File: config.mk
export PLATFORM = sky130hd
export DESIGN_NAME = line_input_editor
export DESIGN_NICKNAME = d
export VERILOG_FILES = /design/src/rtl/core/lie_pkg.sv /design/src/rtl/core/lie_ram.sv /design/src/rtl/core/lie_front.sv /design/src/rtl/core/lie_queue.sv /design/src/rtl/core/lie_back.sv /design/src/rtl/core/line_input_editor.sv
export SDC_FILE = /design/constraint.sdc
export NUM_CORES = 1
export LEC_CHECK = 0
export BUFFER_PORTS_ARGS = -buffer_cell sky130_fd_sc_hd__buf_2
export CAP_MARGIN = 0
export CORE_MARGIN = 3
export CORE_UTILIZATION = 40
export CTS_BUF_LIST = sky130_fd_sc_hd__clkbuf_8 sky130_fd_sc_hd__clkbuf_16
export DETAILED_ROUTE_END_ITERATION = 8
export GPL_TIMING_DRIVEN = 0
export HOLD_SLACK_MARGIN = 0.1
export PLACE_DENSITY = 0.56
export SLEW_MARGIN = 20
export SYNTH_ARGS = -nofsm -noshare
export SYNTH_HDL_FRONTEND = slang
export SYNTH_SLANG_ARGS = --single-unit
File: constraint.sdc
create_clock -name i_clk -period 8.35 [get_ports i_clk]
set_clock_uncertainty 0.1 [all_clocks]
set_input_delay 2.505 -clock i_clk [delete_from_list [all_inputs] [get_ports i_clk]]
set_output_delay 2.505 -clock i_clk [all_outputs]
set_load 0.05 [all_outputs]
File: src/rtl/core/lie_pkg.sv
`timescale 1ns / 1ps
// ----------------------------------------------------------------------------
// lie_pkg
// Shared types and constants of the console line editor: character codes,
// field widths, the command word passed from the front end to the back end,
// and the step encoding of the back-end sequencer.
// ----------------------------------------------------------------------------
package lie_pkg;

    // Field widths of the ports.
    localparam int BYTE_W = 8;
    localparam int IDX_W  = 7;
    localparam int LEN_W  = 7;

    // Position width: holds any store position up to 255, which covers the
    // largest line limit plus the two trailing bytes.
    localparam int POS_W  = 8;

    // Depth of the command queue between front and back end.
    localparam int QUEUE_DEPTH = 2;

    // Character codes.
    localparam logic [BYTE_W-1:0] CHAR_BS    = 8'h08;
    localparam logic [BYTE_W-1:0] CHAR_LF    = 8'h0A;
    localparam logic [BYTE_W-1:0] CHAR_CR    = 8'h0D;
    localparam logic [BYTE_W-1:0] CHAR_SPACE = 8'h20;
    localparam logic [BYTE_W-1:0] CHAR_NUL   = 8'h00;

    // Input opcodes.
    localparam logic OP_KEY  = 1'b0;
    localparam logic OP_READ = 1'b1;

    // Command kinds produced by the front end.
    typedef enum logic [1:0] {
        CMD_READ,
        CMD_CHAR,
        CMD_LINE_END,
        CMD_ERASE
    } t_cmd_kind;

    // One queued command. For reads, pos carries the read index.
    typedef struct packed {
        t_cmd_kind          kind;
        logic [BYTE_W-1:0]  key;
        logic [POS_W-1:0]   pos;
    } t_cmd;

    // Back-end sequencer steps.
    typedef enum logic [1:0] {
        STEP_FIRST,
        STEP_SECOND,
        STEP_THIRD
    } t_step;

endpackage

File: src/rtl/core/lie_ram.sv
`timescale 1ns / 1ps
// ----------------------------------------------------------------------------
// lie_ram
// Generic single-write, single-read RAM with a registered read port.
// ----------------------------------------------------------------------------
module lie_ram #(
    parameter int WIDTH = 8,
    parameter int DEPTH = 80
) (
    input  logic                     i_clk,
    input  logic                     i_we,
    input  logic [$clog2(DEPTH)-1:0] i_waddr,
    input  logic [WIDTH-1:0]         i_wdata,
    input  logic                     i_re,
    input  logic [$clog2(DEPTH)-1:0] i_raddr,
    output logic [WIDTH-1:0]         o_rdata
);

    logic [WIDTH-1:0] r_mem [DEPTH];
    logic [WIDTH-1:0] r_rdata;

    // Write port and registered read port.
    always_ff @(posedge i_clk) begin
        if (i_we) begin
            r_mem[i_waddr] <= i_wdata;
        end
        if (i_re) begin
            r_rdata <= r_mem[i_raddr];
        end
    end

    assign o_rdata = r_rdata;

endmodule

File: src/rtl/core/lie_front.sv
`timescale 1ns / 1ps
// ----------------------------------------------------------------------------
// lie_front
// Front end: accepts input words, tracks the write position and classifies
// each word into a command for the back end.
// ----------------------------------------------------------------------------
module lie_front
    import lie_pkg::*;
#(
    parameter int LINE_LIMIT = 78
) (
    input  logic              i_clk,
    input  logic              i_rst_n,
    input  logic              i_valid,
    input  logic              i_opcode,
    input  logic [BYTE_W-1:0] i_key_byte,
    input  logic [IDX_W-1:0]  i_read_index,
    input  logic              i_queue_full,
    output logic              o_push,
    output t_cmd              o_cmd
);

    logic [POS_W-1:0] r_pos;
    logic [POS_W-1:0] n_pos;
    logic [POS_W-1:0] pos_next;
    logic             accept;
    logic             drop;

    assign accept   = i_valid && !i_queue_full;
    assign pos_next = r_pos + POS_W'(1);

    // Classify the word and compute the next write position.
    always_comb begin
        n_pos       = r_pos;
        drop        = 1'b0;
        o_cmd.kind  = CMD_READ;
        o_cmd.key   = i_key_byte;
        o_cmd.pos   = POS_W'(i_read_index);
        if (i_opcode == OP_KEY) begin
            o_cmd.pos = r_pos;
            if (i_key_byte == CHAR_BS) begin
                o_cmd.kind = CMD_ERASE;
                if (r_pos == '0) begin
                    drop = 1'b1;
                end else begin
                    n_pos = r_pos - POS_W'(1);
                end
            end else if (i_key_byte == CHAR_CR || pos_next >= POS_W'(LINE_LIMIT)) begin
                o_cmd.kind = CMD_LINE_END;
                n_pos      = '0;
            end else begin
                o_cmd.kind = CMD_CHAR;
                n_pos      = pos_next;
            end
        end
    end

    assign o_push = accept && !drop;

    // Write position register.
    always_ff @(posedge i_clk) begin
        if (!i_rst_n) begin
            r_pos <= '0;
        end else if (accept) begin
            r_pos <= n_pos;
        end
    end

endmodule

File: src/rtl/core/lie_queue.sv
`timescale 1ns / 1ps
// ----------------------------------------------------------------------------
// lie_queue
// Short command queue that decouples the front end from the back end.
// ----------------------------------------------------------------------------
module lie_queue
    import lie_pkg::*;
(
    input  logic i_clk,
    input  logic i_rst_n,
    input  logic i_push,
    input  t_cmd i_cmd,
    input  logic i_pop,
    output logic o_full,
    output logic o_valid,
    output t_cmd o_cmd
);

    localparam int PTR_W = $clog2(QUEUE_DEPTH);
    localparam int CNT_W = $clog2(QUEUE_DEPTH + 1);

    t_cmd             r_mem [QUEUE_DEPTH];
    logic [PTR_W-1:0] r_wr_ptr;
    logic [PTR_W-1:0] r_rd_ptr;
    logic [CNT_W-1:0] r_count;

    assign o_full  = (r_count == CNT_W'(QUEUE_DEPTH));
    assign o_valid = (r_count != '0);
    assign o_cmd   = r_mem[r_rd_ptr];

    // Entry storage.
    always_ff @(posedge i_clk) begin
        if (i_push) begin
            r_mem[r_wr_ptr] <= i_cmd;
        end
    end

    // Pointers and fill count.
    always_ff @(posedge i_clk) begin
        if (!i_rst_n) begin
            r_wr_ptr <= '0;
            r_rd_ptr <= '0;
            r_count  <= '0;
        end else begin
            if (i_push) begin
                r_wr_ptr <= (r_wr_ptr == PTR_W'(QUEUE_DEPTH - 1)) ? '0 : r_wr_ptr + PTR_W'(1);
            end
            if (i_pop) begin
                r_rd_ptr <= (r_rd_ptr == PTR_W'(QUEUE_DEPTH - 1)) ? '0 : r_rd_ptr + PTR_W'(1);
            end
            if (i_push && !i_pop) begin
                r_count <= r_count + CNT_W'(1);
            end else if (!i_push && i_pop) begin
                r_count <= r_count - CNT_W'(1);
            end
        end
    end

endmodule

File: src/rtl/core/lie_back.sv
`timescale 1ns / 1ps
// ----------------------------------------------------------------------------
// lie_back
// Back end: steps through each command, writes the line store, reads it for
// reads and fills the output register one word per cycle when not stalled.
// ----------------------------------------------------------------------------
module lie_back
    import lie_pkg::*;
#(
    parameter int BUF_DEPTH = 80
) (
    input  logic              i_clk,
    input  logic              i_rst_n,
    input  logic              i_cmd_valid,
    input  t_cmd              i_cmd,
    output logic              o_pop,
    output logic              o_valid,
    input  logic              i_stall,
    output logic [BYTE_W-1:0] o_echo_byte,
    output logic [BYTE_W-1:0] o_read_data,
    output logic              o_is_last,
    output logic              o_line_done,
    output logic [LEN_W-1:0]  o_line_length
);

    localparam int AW   = $clog2(BUF_DEPTH);
    localparam int PX_W = POS_W + 1;

    t_step             r_step;
    t_step             n_step;
    logic              r_valid_out;
    logic [BYTE_W-1:0] r_echo;
    logic [BYTE_W-1:0] r_rdata;
    logic              r_last;
    logic              r_done;
    logic [LEN_W-1:0]  r_len;
    logic [BUF_DEPTH-1:0] r_entry_ok;
    logic              r_rd_ok;

    logic [PX_W-1:0]   pos_x;
    logic [PX_W-1:0]   pos_p1;
    logic [PX_W-1:0]   pos_p2;
    logic              out_free;
    logic              want_emit;
    logic              fire;
    logic              rd_issue;
    logic              rd_in_range;
    logic              sel_read;
    logic [BYTE_W-1:0] e_echo;
    logic              e_last;
    logic              e_done;
    logic              wr;
    logic [PX_W-1:0]   w_addr;
    logic [BYTE_W-1:0] w_data;
    logic              we;
    logic [BYTE_W-1:0] ram_rdata;

    assign pos_x    = PX_W'(i_cmd.pos);
    assign pos_p1   = pos_x + PX_W'(1);
    assign pos_p2   = pos_x + PX_W'(2);
    assign out_free = !r_valid_out || !i_stall;

    // Step outputs: what the current step emits and writes.
    always_comb begin
        want_emit = 1'b0;
        rd_issue  = 1'b0;
        sel_read  = 1'b0;
        e_echo    = CHAR_NUL;
        e_last    = 1'b0;
        e_done    = 1'b0;
        wr        = 1'b0;
        w_addr    = pos_x;
        w_data    = i_cmd.key;
        case (i_cmd.kind)
            CMD_READ: begin
                if (r_step == STEP_FIRST) begin
                    rd_issue = i_cmd_valid;
                end else begin
                    want_emit = 1'b1;
                    sel_read  = 1'b1;
                    e_last    = 1'b1;
                end
            end
            CMD_CHAR: begin
                want_emit = 1'b1;
                e_echo    = i_cmd.key;
                e_last    = 1'b1;
                wr        = 1'b1;
            end
            CMD_LINE_END: begin
                want_emit = 1'b1;
                e_done    = 1'b1;
                wr        = 1'b1;
                case (r_step)
                    STEP_FIRST: begin
                        e_echo = i_cmd.key;
                    end
                    STEP_SECOND: begin
                        e_echo = CHAR_CR;
                        w_addr = pos_p1;
                        w_data = CHAR_LF;
                    end
                    default: begin
                        e_echo = CHAR_LF;
                        w_addr = pos_p2;
                        w_data = CHAR_NUL;
                        e_last = 1'b1;
                    end
                endcase
            end
            default: begin
                want_emit = 1'b1;
                case (r_step)
                    STEP_FIRST:  e_echo = CHAR_BS;
                    STEP_SECOND: e_echo = CHAR_SPACE;
                    default: begin
                        e_echo = CHAR_BS;
                        e_last = 1'b1;
                    end
                endcase
            end
        endcase
    end

    assign fire  = i_cmd_valid && want_emit && out_free;
    assign o_pop = fire && e_last;
    assign we    = fire && wr && (w_addr < PX_W'(BUF_DEPTH));

    // Step sequencing.
    always_comb begin
        n_step = r_step;
        if (rd_issue) begin
            n_step = STEP_SECOND;
        end else if (fire) begin
            if (e_last) begin
                n_step = STEP_FIRST;
            end else begin
                case (r_step)
                    STEP_FIRST:  n_step = STEP_SECOND;
                    STEP_SECOND: n_step = STEP_THIRD;
                    default:     n_step = STEP_FIRST;
                endcase
            end
        end
    end

    always_ff @(posedge i_clk) begin
        if (!i_rst_n) begin
            r_step <= STEP_FIRST;
        end else begin
            r_step <= n_step;
        end
    end

    // Line store.
    lie_ram #(
        .WIDTH (BYTE_W),
        .DEPTH (BUF_DEPTH)
    ) u_store (
        .i_clk   (i_clk),
        .i_we    (we),
        .i_waddr (w_addr[AW-1:0]),
        .i_wdata (w_data),
        .i_re    (rd_issue),
        .i_raddr (pos_x[AW-1:0]),
        .o_rdata (ram_rdata)
    );

    // Written flags: an entry never written reads as zero.
    assign rd_in_range = pos_x < PX_W'(BUF_DEPTH);

    always_ff @(posedge i_clk) begin
        if (!i_rst_n) begin
            r_entry_ok <= '0;
            r_rd_ok    <= 1'b0;
        end else begin
            if (we) begin
                r_entry_ok[w_addr[AW-1:0]] <= 1'b1;
            end
            if (rd_issue) begin
                r_rd_ok <= rd_in_range && r_entry_ok[pos_x[AW-1:0]];
            end
        end
    end

    // Output register.
    always_ff @(posedge i_clk) begin
        if (!i_rst_n) begin
            r_valid_out <= 1'b0;
        end else if (fire) begin
            r_valid_out <= 1'b1;
        end else if (!i_stall) begin
            r_valid_out <= 1'b0;
        end
    end

    always_ff @(posedge i_clk) begin
        if (fire) begin
            r_echo  <= e_echo;
            r_rdata <= (sel_read && r_rd_ok) ? ram_rdata : CHAR_NUL;
            r_last  <= e_last;
            r_done  <= e_done;
            r_len   <= e_done ? pos_p1[LEN_W-1:0] : '0;
        end
    end

    assign o_valid       = r_valid_out;
    assign o_echo_byte   = r_echo;
    assign o_read_data   = r_rdata;
    assign o_is_last     = r_last;
    assign o_line_done   = r_done;
    assign o_line_length = r_len;

endmodule

File: src/rtl/core/line_input_editor.sv
`timescale 1ns / 1ps
// ----------------------------------------------------------------------------
// line_input_editor
// Each word passes the queue stage, the store read for reads, and the output
// register. Results leave the output register at one word per cycle while
// i_stall is low; an ordinary key gives one word, a line end or backspace
// three, and a read one word after a registered store read.
// Reset clears the write position, queue and output; the line store reads as
// all zero through per-entry written flags, so no clearing pass is needed.
// ----------------------------------------------------------------------------
module line_input_editor
    import lie_pkg::*;
#(
    parameter int BUF_DEPTH  = 80,
    parameter int LINE_LIMIT = 78
) (
    input  logic              i_clk,
    input  logic              i_rst_n,
    input  logic              i_valid,
    output logic              o_stall,
    input  logic              i_opcode,
    input  logic [BYTE_W-1:0] i_key_byte,
    input  logic [IDX_W-1:0]  i_read_index,
    output logic              o_valid,
    input  logic              i_stall,
    output logic [BYTE_W-1:0] o_echo_byte,
    output logic [BYTE_W-1:0] o_read_data,
    output logic              o_is_last,
    output logic              o_line_done,
    output logic [LEN_W-1:0]  o_line_length
);

    logic queue_full;
    logic push;
    t_cmd front_cmd;
    logic pop;
    logic head_valid;
    t_cmd head_cmd;

    assign o_stall = queue_full;

    // Front end: classification and write position.
    lie_front #(
        .LINE_LIMIT (LINE_LIMIT)
    ) u_front (
        .i_clk        (i_clk),
        .i_rst_n      (i_rst_n),
        .i_valid      (i_valid),
        .i_opcode     (i_opcode),
        .i_key_byte   (i_key_byte),
        .i_read_index (i_read_index),
        .i_queue_full (queue_full),
        .o_push       (push),
        .o_cmd        (front_cmd)
    );

    // Command queue.
    lie_queue u_queue (
        .i_clk   (i_clk),
        .i_rst_n (i_rst_n),
        .i_push  (push),
        .i_cmd   (front_cmd),
        .i_pop   (pop),
        .o_full  (queue_full),
        .o_valid (head_valid),
        .o_cmd   (head_cmd)
    );

    // Back end: store access and result words.
    lie_back #(
        .BUF_DEPTH (BUF_DEPTH)
    ) u_back (
        .i_clk         (i_clk),
        .i_rst_n       (i_rst_n),
        .i_cmd_valid   (head_valid),
        .i_cmd         (head_cmd),
        .o_pop         (pop),
        .o_valid       (o_valid),
        .i_stall       (i_stall),
        .o_echo_byte   (o_echo_byte),
        .o_read_data   (o_read_data),
        .o_is_last     (o_is_last),
        .o_line_done   (o_line_done),
        .o_line_length (o_line_length)
    );

endmodule
## After elaboration in Yosys (flattened, before gate mapping)

Memory sizes are Yosys's and may differ from the RTL's. A register that Yosys moved wholly into a read port is not among the register bits.
Index checks and enable logic that the tools add are counted.

| storage, ports and cells | value |
|---|---|
| register bits | 121 |
| output and inout port bits | 27 |
| memories | 2 |
| memory bits (writable) | 676 |
| input port bits | 20 |
| logic and storage cells | 117 |

Memory list:

| name | depth | width | read ports | clocked after Yosys merged registers in | write ports | RTL line | RTL |
|---|---|---|---|---|---|---|---|
| u_back.u_store.r_mem | 80 | 8 | 1 | 1 | 1 | lie_ram.sv:19 | `logic [WIDTH-1:0] r_mem [DEPTH];` |
| u_queue.r_mem | 2 | 18 | 1 | 1 | 1 | lie_queue.sv:22 | `t_cmd r_mem [QUEUE_DEPTH];` |

| cells by class | value |
|---|---|
| reduce and logical (&&, ||, !) cells | 30 |
| equality and inequality tests | 8 |
| bitwise gates (word level) | 3 |
| $lt $le $gt $ge | 6 |
| multiplexer cells | 46 |
| $add $sub $neg | 8 |

Operators by type and width:

| kind | count |
|---|---|
| OR 80 bit | 1 |
| 2-to-1 mux 8 bit | 5 |
| one-hot mux 8 bit (2 select lines) | 2 |
| 2-to-1 mux 1 bit | 25 |
| one-hot mux 8 bit (3 select lines) | 1 |
| one-hot mux 9 bit (2 select lines) | 1 |
| == test 8 x 4 -> 1 bit (second input constant) | 2 |
| less-than comparator 7 x 8 -> 1 bit (second input constant) | 2 |
| logical AND 1 bit | 12 |
| 2-to-1 mux 2 bit | 6 |
| adder 8 x 1 -> 9 bit (second input constant) | 1 |
| adder 8 x 2 -> 9 bit (second input constant) | 1 |
| less-than comparator 9 x 7 -> 1 bit (second input constant) | 1 |
| 2-to-1 mux 9 bit | 1 |
| adder 8 x 1 -> 8 bit (second input constant) | 1 |
| >= comparator 8 x 7 -> 1 bit (second input constant) | 1 |
| logical NOT 8 bit | 1 |
| less-than comparator 8 x 7 -> 1 bit (second input constant) | 1 |
| subtractor 8 x 1 -> 8 bit (second input constant) | 1 |
| binary-select mux 1 bit (select 7 bit) | 1 |
| demux 1 bit (select 7 bit) | 1 |
| >= comparator 7 x 1 -> 1 bit (second input constant) | 1 |
| logical NOT 1 bit | 6 |
| 2-to-1 mux 6 bit | 1 |
| other kinds (15) | 25 |

## Logic depth before layout (Yosys ltp)

Gate-level depths: netlist of the first run.

| logic depth | value |
|---|---|
| depth after elaboration | 10 |
| gate-level depth with buffers | 18 |
| mapped depth without buffers | 10 |

## Modules after synthesis

A second synthesis of the first run with hierarchy kept.

| unflattened totals | value |
|---|---|
| cells, all modules | 1861 |
| area, all modules | 32592.5 sq um |

By module, submodules not included:

| module | instances | seq. area each (sq um) | area an instance (sq um) | cells an instance |
|---|---|---|---|---|
| lie_ram | 1 | 19458.7 | 24982.7 | 1112 |
| lie_back | 1 | 2432.3 | 5097.4 | 539 |
| lie_queue | 1 | 1181.1 | 1521.5 | 78 |
| lie_front | 1 | 160.2 | 991.0 | 132 |

## Worst setup path after synthesis of the first run

OpenSTA, ideal clock, no wires.

| timing path | value |
|---|---|
| path kind | in2reg |
| start point | input i_stall |
| end point | memory u_back.u_store.r_mem[208][0] (netlist: u_back.u_store.r_mem[52][0]) (enable) |
| stages | 5 |
| slack | 2.562 ns |
| data required time | 7.864 ns |
| arrival time | 5.302 ns |
| library setup time | 0.386 ns |
| path buffers | 1 |
| path through | a221oi_2 -> and3_1 -> o211ai_2 -> buf_2 -> nor3_1 |

| between the ends | value |
|---|---|
| word-level cells in the longest chain between the ends | 7 |

Ends and longest elaborated chain:

| what | RTL line | RTL |
|---|---|---|
| start, declared | line_input_editor.sv:25 | `input logic i_stall,` |
| logical NOT 1 bit | lie_back.sv:61 | `assign out_free = !r_valid_out \|\| !i_stall;` |
| logical OR 1 bit | lie_back.sv:61 |  |
| logical AND 1 bit | lie_back.sv:125 | `assign fire = i_cmd_valid && want_emit && out_free;` |
| logical AND 1 bit (2 in series) | lie_back.sv:127 | `assign we = fire && wr && (w_addr < PX_W'(BUF_DEPTH));` |
| 2-to-1 mux 1 bit | lie_ram.sv:24 | `if (i_we) begin` |
| 2-to-1 mux 1 bit (implied by the code) | lie_ram.sv:25 | `r_mem[i_waddr] <= i_wdata;` |
| end, declared | lie_ram.sv:19 |  |

Every way passes these cells.

==> impl_metrics.ini, run 1 <==
[outcome]
status = completed

[grt]
grt_pass1_vias = 21800
grt_max_degree = 37
globalRouteTotalUtil = 0.281
antenna_found_initial = 3
grt_overflow = 0
grt_pass1_wl_um = 169000

[timing]
fin_crit_ns = 6.75
post-route-period-util = 0.808
slew_violations = 0
final-hold-violation-count = 0
slew_headroom = 0.129
rsz0062_at_grt = false
setup_tns_ns = 0
tightest_slew_ns = 1.31
fmax_ghz = 0.148
setup_violations = 0
worst_hold_slack_ns = 0.349

[detailed_routing]
drc = 0
num_vias = 23100
drt_iter0_markers = 3369
drtPass1Iterations = 5
wl_per_cell_um = 32.6
totalWireLength_um = 123000
antenna_left = 0
vias_per_cell = 6.14

[cts]
htree_num_levels = 3
cts-buffers-inserted = 84
cts_resized = 0
postCtsSetupRepairBufs = 0
clk_pin_slew_ns = 0.06
clock_latency_ns = 0.65
holdBufCountCts = 0
tritoncts = built
clockBufferDepth = 3
cts_root_buffer = clkbuf_16
cts.sinks = 806

[floorplan]
start_util = 0.407
rows = 104
dieArea_um2 = 85900
die_w_um = 293
io_pins = 47
fp.dieH_um = 293
core-area_um2 = 81100

[synthesis]
post-synth-top-count-cell = edfxtp_1
yosysSeqAreaShare = 0.704
synthFlopType = edfxtp_1
avgSynthCellArea_um2 = 13.6
synth-edff-count = 709
synthesis.area_um2 = 33000
synth_top_area_share = 0.645
synth_cell_types = 75
synth_warnings = 0
synth_common_cells = 709 x edfxtp_1, 482 x nand2_1, 161 x nand3_1
async_reset_ff_frac = 0
ys_seq_elements = 806
synth_largest_area_cell = edfxtp_1
syn_inst = 2421
syn_nets = 2452
synth_area_leaders = edfxtp_1 65%, dfxtp_1 5.9%, nand2_1 5.5%

[critical_path]
worstSetupPathType = flop to flop
crit_chain = buf_6 -> buf_6 -> mux2i_4 -> inv_2 -> buf_2 -> buf_1 -> clkbuf_1 -> ha_1 -> nand2_1 -> nor2_1 -> xnor2_1 -> buf_2 -> nand2_2 -> or2_1 -> buf_2 -> buf_2 -> nor2_1
cp-start-kind = flop
path_delay_family = buffers and inverters
slowest_delay_ns = 0.86
worstPathArrival_ns = 6.92
path_max_fanout = 10
cp.required_ns = 8.52
worst_path_max_delay_cell = buf_1
endpoint_kind = flop
critPathMostFrequentCell = buf_2
cp_num_buf_inv = 9

[worst_hold_path]
min_path_type = flop to flop

[place]
place_area_um2 = 35900
hpwl_um = 84700
gp_routability_congestion = 0.962
io_buffers = 46

[final_layout]
drive_gt1_frac = 0.185
syn2layout_area_growth_pct = 17.0
layout.nets = 2660
design_area_um2 = 38600

[power_and_ir_drop]
p_leak_nw = 13.0
cellPowerDensity_nw_per_um2 = 351
ir_drop_uv = 211

[run]
drv_cap = 0
-- state kept, by name, indices dropped and copies added, names as in the netlist, named ones only --
name	count
u_back.u_store.r_mem	640
u_back.r_entry_ok	80
u_queue.r_mem	36
u_back.o_echo_byte	8
u_back.o_read_data	8
u_back.u_store.o_rdata	8
u_front.r_pos	8
u_back.o_line_length	7
u_back.r_step	2
u_queue.r_count	2
u_back.o_is_last	1
u_back.o_line_done	1
u_back.o_valid	1
u_back.r_rd_ok	1
u_queue.r_rd_ptr	1
u_queue.r_wr_ptr	1
-- cells in the final DEF (no fill, tap or decap), types with 19 or more instances in the layout --
master     Yosys  routed
mux2i_1       76      75
o21a_1        51      51
buf_4          2      47
inv_1         11      27
o21ai_0       52      52
a21oi_1       97      96
nor3_2         7      61
edfxtp_1     709     709
clkbuf_1      70      63
and3_1        19      19
clkbuf_16      0      86
nor2_1        72      65
and2_1        19      19
clkinv_1       0      20
dfxtp_1       97      97
mux4_2        52      52
o31ai_1       19      19
buf_2         69     119
nand2_1      482     482
nand3_1      161     161
-- through the flow --
stage                     total power [mW]  utilization  setup WS (ns)  instances
after global routing                  13.8        0.476           1.55       3758
after CTS                             13.4        0.476           1.77       3758
after global placement                9.51        0.426         -0.729       3527
after detailed placement              9.84        0.443           1.80       3603
after floorplan                       7.40            -           2.56       2421
final                                 13.6        0.476           1.60       3762
-- worst reg2reg max path, delay by kind of cell, from the launching register on --
kind	cells	cell delay [ns]
flops	1	0.31
fa+ha+maj	1	0.38
mux	1	0.27
buf+inv	9	3.33
xor+xnor	1	0.18
simple gates	5	1.79
-- layout make-up --
type                    instances  area [um2]
clock inverters                61         390
inverters                      15        58.8
well taps                    1060        1330
multi-input cells            1441        9410
plain buffers                 159         739
repair buffers                122        1170
clock buffers                  94        2260
flip-flops and latches        806       23200
diodes                          4        10.0
fillers                      7040       42500
-- path summary, 6_finish.rpt --
path,depth (start not counted),slack [ns],end,from
worst max-delay path,17,1.60,u_back.u_store.r_mem[37][5]$_DFFE_PP_,flop
worst min-delay path,2,0.35,u_back.r_entry_ok[34]$_SDFFE_PN0P_,u_back.r_entry_ok[34]$_SDFFE_PN0P_
worst max register to register,17,1.60,u_back.u_store.r_mem[37][5]$_DFFE_PP_,flop
worst min register to register,2,0.35,u_back.r_entry_ok[34]$_SDFFE_PN0P_,u_back.r_entry_ok[34]$_SDFFE_PN0P_
-- kinds of logic (layout without fill, tap and decap cells) --
group	Yosys count	after routing	synth area share
and+or+nand+nor	891	891	0.120
adders and majority gates	11	11	0.00417
AOI/OAI and AO/OA	375	375	0.0772
buffers and inverters	174	451	0.0239
DFF	806	806	0.704
other	0	4	0
xor gates and xnor gates	19	19	0.00504
muxes	145	145	0.0655
-- routing by layer --
metal | GRT usage | part of all wire | wire, um
met1 | 0.382 | 0.39 | 47300
met2 | 0.430 | 0.45 | 54800
met3 | 0.0726 | 0.11 | 13900
met4 | 0.123 | 0.052 | 6400
met5 | 0 | 0.00042 | 51
-- power breakdown --
part           internal (mW)  total [mW]  switching, mW
Clock                   2.01        3.63           1.62
Sequential              4.95        5.01         0.0591
Combinational           1.19        4.92           3.73
No activity file was read; power rests on OpenSTA's default activity.
==> run 2, diff against run 1 <==
ABC_AREA = 1   (was unset)
clock period = 6.7 ns   (was 8.35 ns; I/O delays follow)
==> impl_metrics.ini, run 2 <==
[detailed_routing]
vias_per_cell = 5.92
drtPass1Iterations = 6
drc = 0
drt_iter0_markers = 4174
num_vias = 26500
totalWireLength_um = 131000
antenna_left = 0
wl_per_cell_um = 29.3

[synthesis]
syn_nets = 3151
synthesis.area_um2 = 34300
yosysSeqAreaShare = 0.677
async_reset_ff_frac = 0
ys_seq_elements = 806
synth-edff-count = 709
synth_largest_area_cell = edfxtp_1
post-synth-top-count-cell = edfxtp_1
syn_inst = 3120
synth_top_area_share = 0.621
avgSynthCellArea_um2 = 11.0
synth_area_leaders = edfxtp_1 62%, dfxtp_1 5.7%, nor2_1 5.2%
synth_warnings = 0
synthFlopType = edfxtp_1
synth_common_cells = 709 x edfxtp_1, 478 x nor2_1, 442 x nand2_1
synth_cell_types = 57

[final_layout]
drive_gt1_frac = 0.109
largest_reg_flops = 640
layout.nets = 3308
layout_common_cells = 709 x edfxtp_1, 460 x nor2_1, 442 x nand2_1, 314 x o21ai_0, 193 x inv_1
syn2layout_area_growth_pct = 14.5
fin_cells = 4478
final_common_cell = edfxtp_1
design_area_um2 = 39300
top_regs = u_back.u_store.r_mem x640, u_back.r_entry_ok x80, u_queue.r_mem x36
top_register = u_back.u_store.r_mem

[timing]
setup_violations = 0
fin_crit_ns = 5.86
slew_violations = 0
rsz0062_at_grt = false
slew_headroom = 0.107
fmax_ghz = 0.171
fin_ws_ns = 0.844
post-route-period-util = 0.874
tightest_slew_ns = 1.34
final-hold-violation-count = 0
worst_hold_slack_ns = 0.353

[critical_path]
cp.required_ns = 6.85
cp-start-kind = flop
worstPathArrival_ns = 6.00
endpoint_kind = flop
path_max_fanout = 11
worstSetupPathType = flop to flop

[run]
drv_cap = 0

[floorplan]
core-area_um2 = 84400
die_w_um = 299
dieArea_um2 = 89300
rows = 106
start_util = 0.407
io_pins = 47
fp.dieH_um = 299

[grt]
globalRouteTotalUtil = 0.287
grt_overflow = 0
grt_pass1_vias = 24100
grt_max_degree = 33
antenna_found_initial = 13
grt_pass1_wl_um = 181000

[cts]
clk_pin_slew_ns = 0.06
cts_root_buffer = clkbuf_16
cts.sinks = 806
cts_resized = 0
holdBufCountCts = 0
tritoncts = built
cts-buffers-inserted = 85
htree_num_levels = 3
clock_latency_ns = 0.65
clockBufferDepth = 3
postCtsSetupRepairBufs = 0

[place]
place_area_um2 = 36600
dp_slack_ns = 1.02
hpwl_um = 87800
place_inst = 4324
gp_routability_congestion = 0.976
io_buffers = 45

[outcome]
status = completed

[power_and_ir_drop]
p_sw_frac = 0.460
internal_power_mw = 10.6
p_leak_nw = 13.8
power_mw = 19.7
seqPwrFrac = 0.320
p_sw_mw = 9.06
ir_drop_uv = 361
cellPowerDensity_nw_per_um2 = 502
combPwrFrac = 0.450
clockPowerShare = 0.229

[worst_hold_path]
min_path_type = flop to flop
-- run 2: cell types whose count changed in the layout (fill, tap and decap cells not counted), sizes merged, moves of 56 or more --
cell	change
nand4	+70
inv	+178
o22ai	+65
buf	-56
o21ai	+264
nor2	+429
mux2i	-73
nor3	-58
-- run 2: final cells by class --
type,instances,area [um2]
diodes,6,15.0
flip-flops and latches,806,23200
plain buffers,199,920
well taps,1134,1420
clock buffers,87,2180
inverters,197,742
multi-input cells,1918,9510
clock inverters,61,435
repair buffers,70,812
fillers,7841,45100
-- run 2: per-stage QoR --
| stage | util | TNS (ns) |
|---|---|---|
| after floorplan | - | 0 |
| after global placement | 0.426 | -1297.64 |
| after detailed placement | 0.434 | 0 |
| after CTS | 0.465 | 0 |
| after global routing | 0.465 | 0 |
| final | 0.466 | 0 |
-- run 2: power by group through the flow --
stage / sequential, mW / combinational, mW / clock (mW)
6_report: 6.31 / 8.87 / 4.52
3_5_place_dp: 6.42 / 8.42 / 0
4_1_cts: 6.31 / 8.45 / 4.53
3_3_place_gp: 6.62 / 7.99 / 0
5_1_grt: 6.32 / 8.98 / 4.74
2_1_floorplan: 6.77 / 3.91 / 0
-- run 2: cell families (layout without fill, tap and decap cells) --
| group | after synthesis | count (layout) | share of synthesized area |
|---|---|---|---|
| muxes | 7 | 7 | 0.00204 |
| other | 0 | 6 | 0 |
| xor gates and xnor gates | 8 | 8 | 0.00204 |
| and+or+nand+nor | 1259 | 1259 | 0.159 |
| DFF | 806 | 806 | 0.677 |
| buffers and inverters | 396 | 614 | 0.0481 |
| adders and majority gates | 11 | 11 | 0.00401 |
| AOI/OAI and AO/OA | 633 | 633 | 0.108 |
-- run 2: critical path: stages, from the launching register on --
cell      delay, ns
dfxtp_1        0.32
buf_6          0.15
inv_2          0.07
buf_6          0.15
o21ai_2        0.46
buf_2          0.39
buf_2          0.48
buf_2          0.38
ha_1           0.30
or2_0          0.25
o211ai_2       0.12
nand2_2        0.12
nor2_2         0.47
inv_1          0.18
clkbuf_2       0.48
nor2_1         0.99
-- run 2: worst paths after layout --
| kind | start | to | slack, ns | cells after the start |
|---|---|---|---|---|
| worst max-delay path | flop | u_back.u_store.r_mem[13][1]$_DFFE_PP_ | 0.84 | 15 |
| worst min-delay path | u_queue.r_rd_ptr$_SDFFE_PN0P_ | flop | 0.35 | 1 |
| worst min register to register | u_queue.r_rd_ptr$_SDFFE_PN0P_ | flop | 0.35 | 1 |
| worst max register to register | flop | u_back.u_store.r_mem[13][1]$_DFFE_PP_ | 0.84 | 15 |
-- run 2: metal layers --
metal,wire length [um],share of wire,GRT usage,vias to the layer above
li1,-,-,-,11300
met1,51000,0.39,0.390,12900
met2,56600,0.43,0.430,1909
met3,16500,0.13,0.0765,411
met4,7240,0.055,0.133,6
met5,37,0.00028,0,-
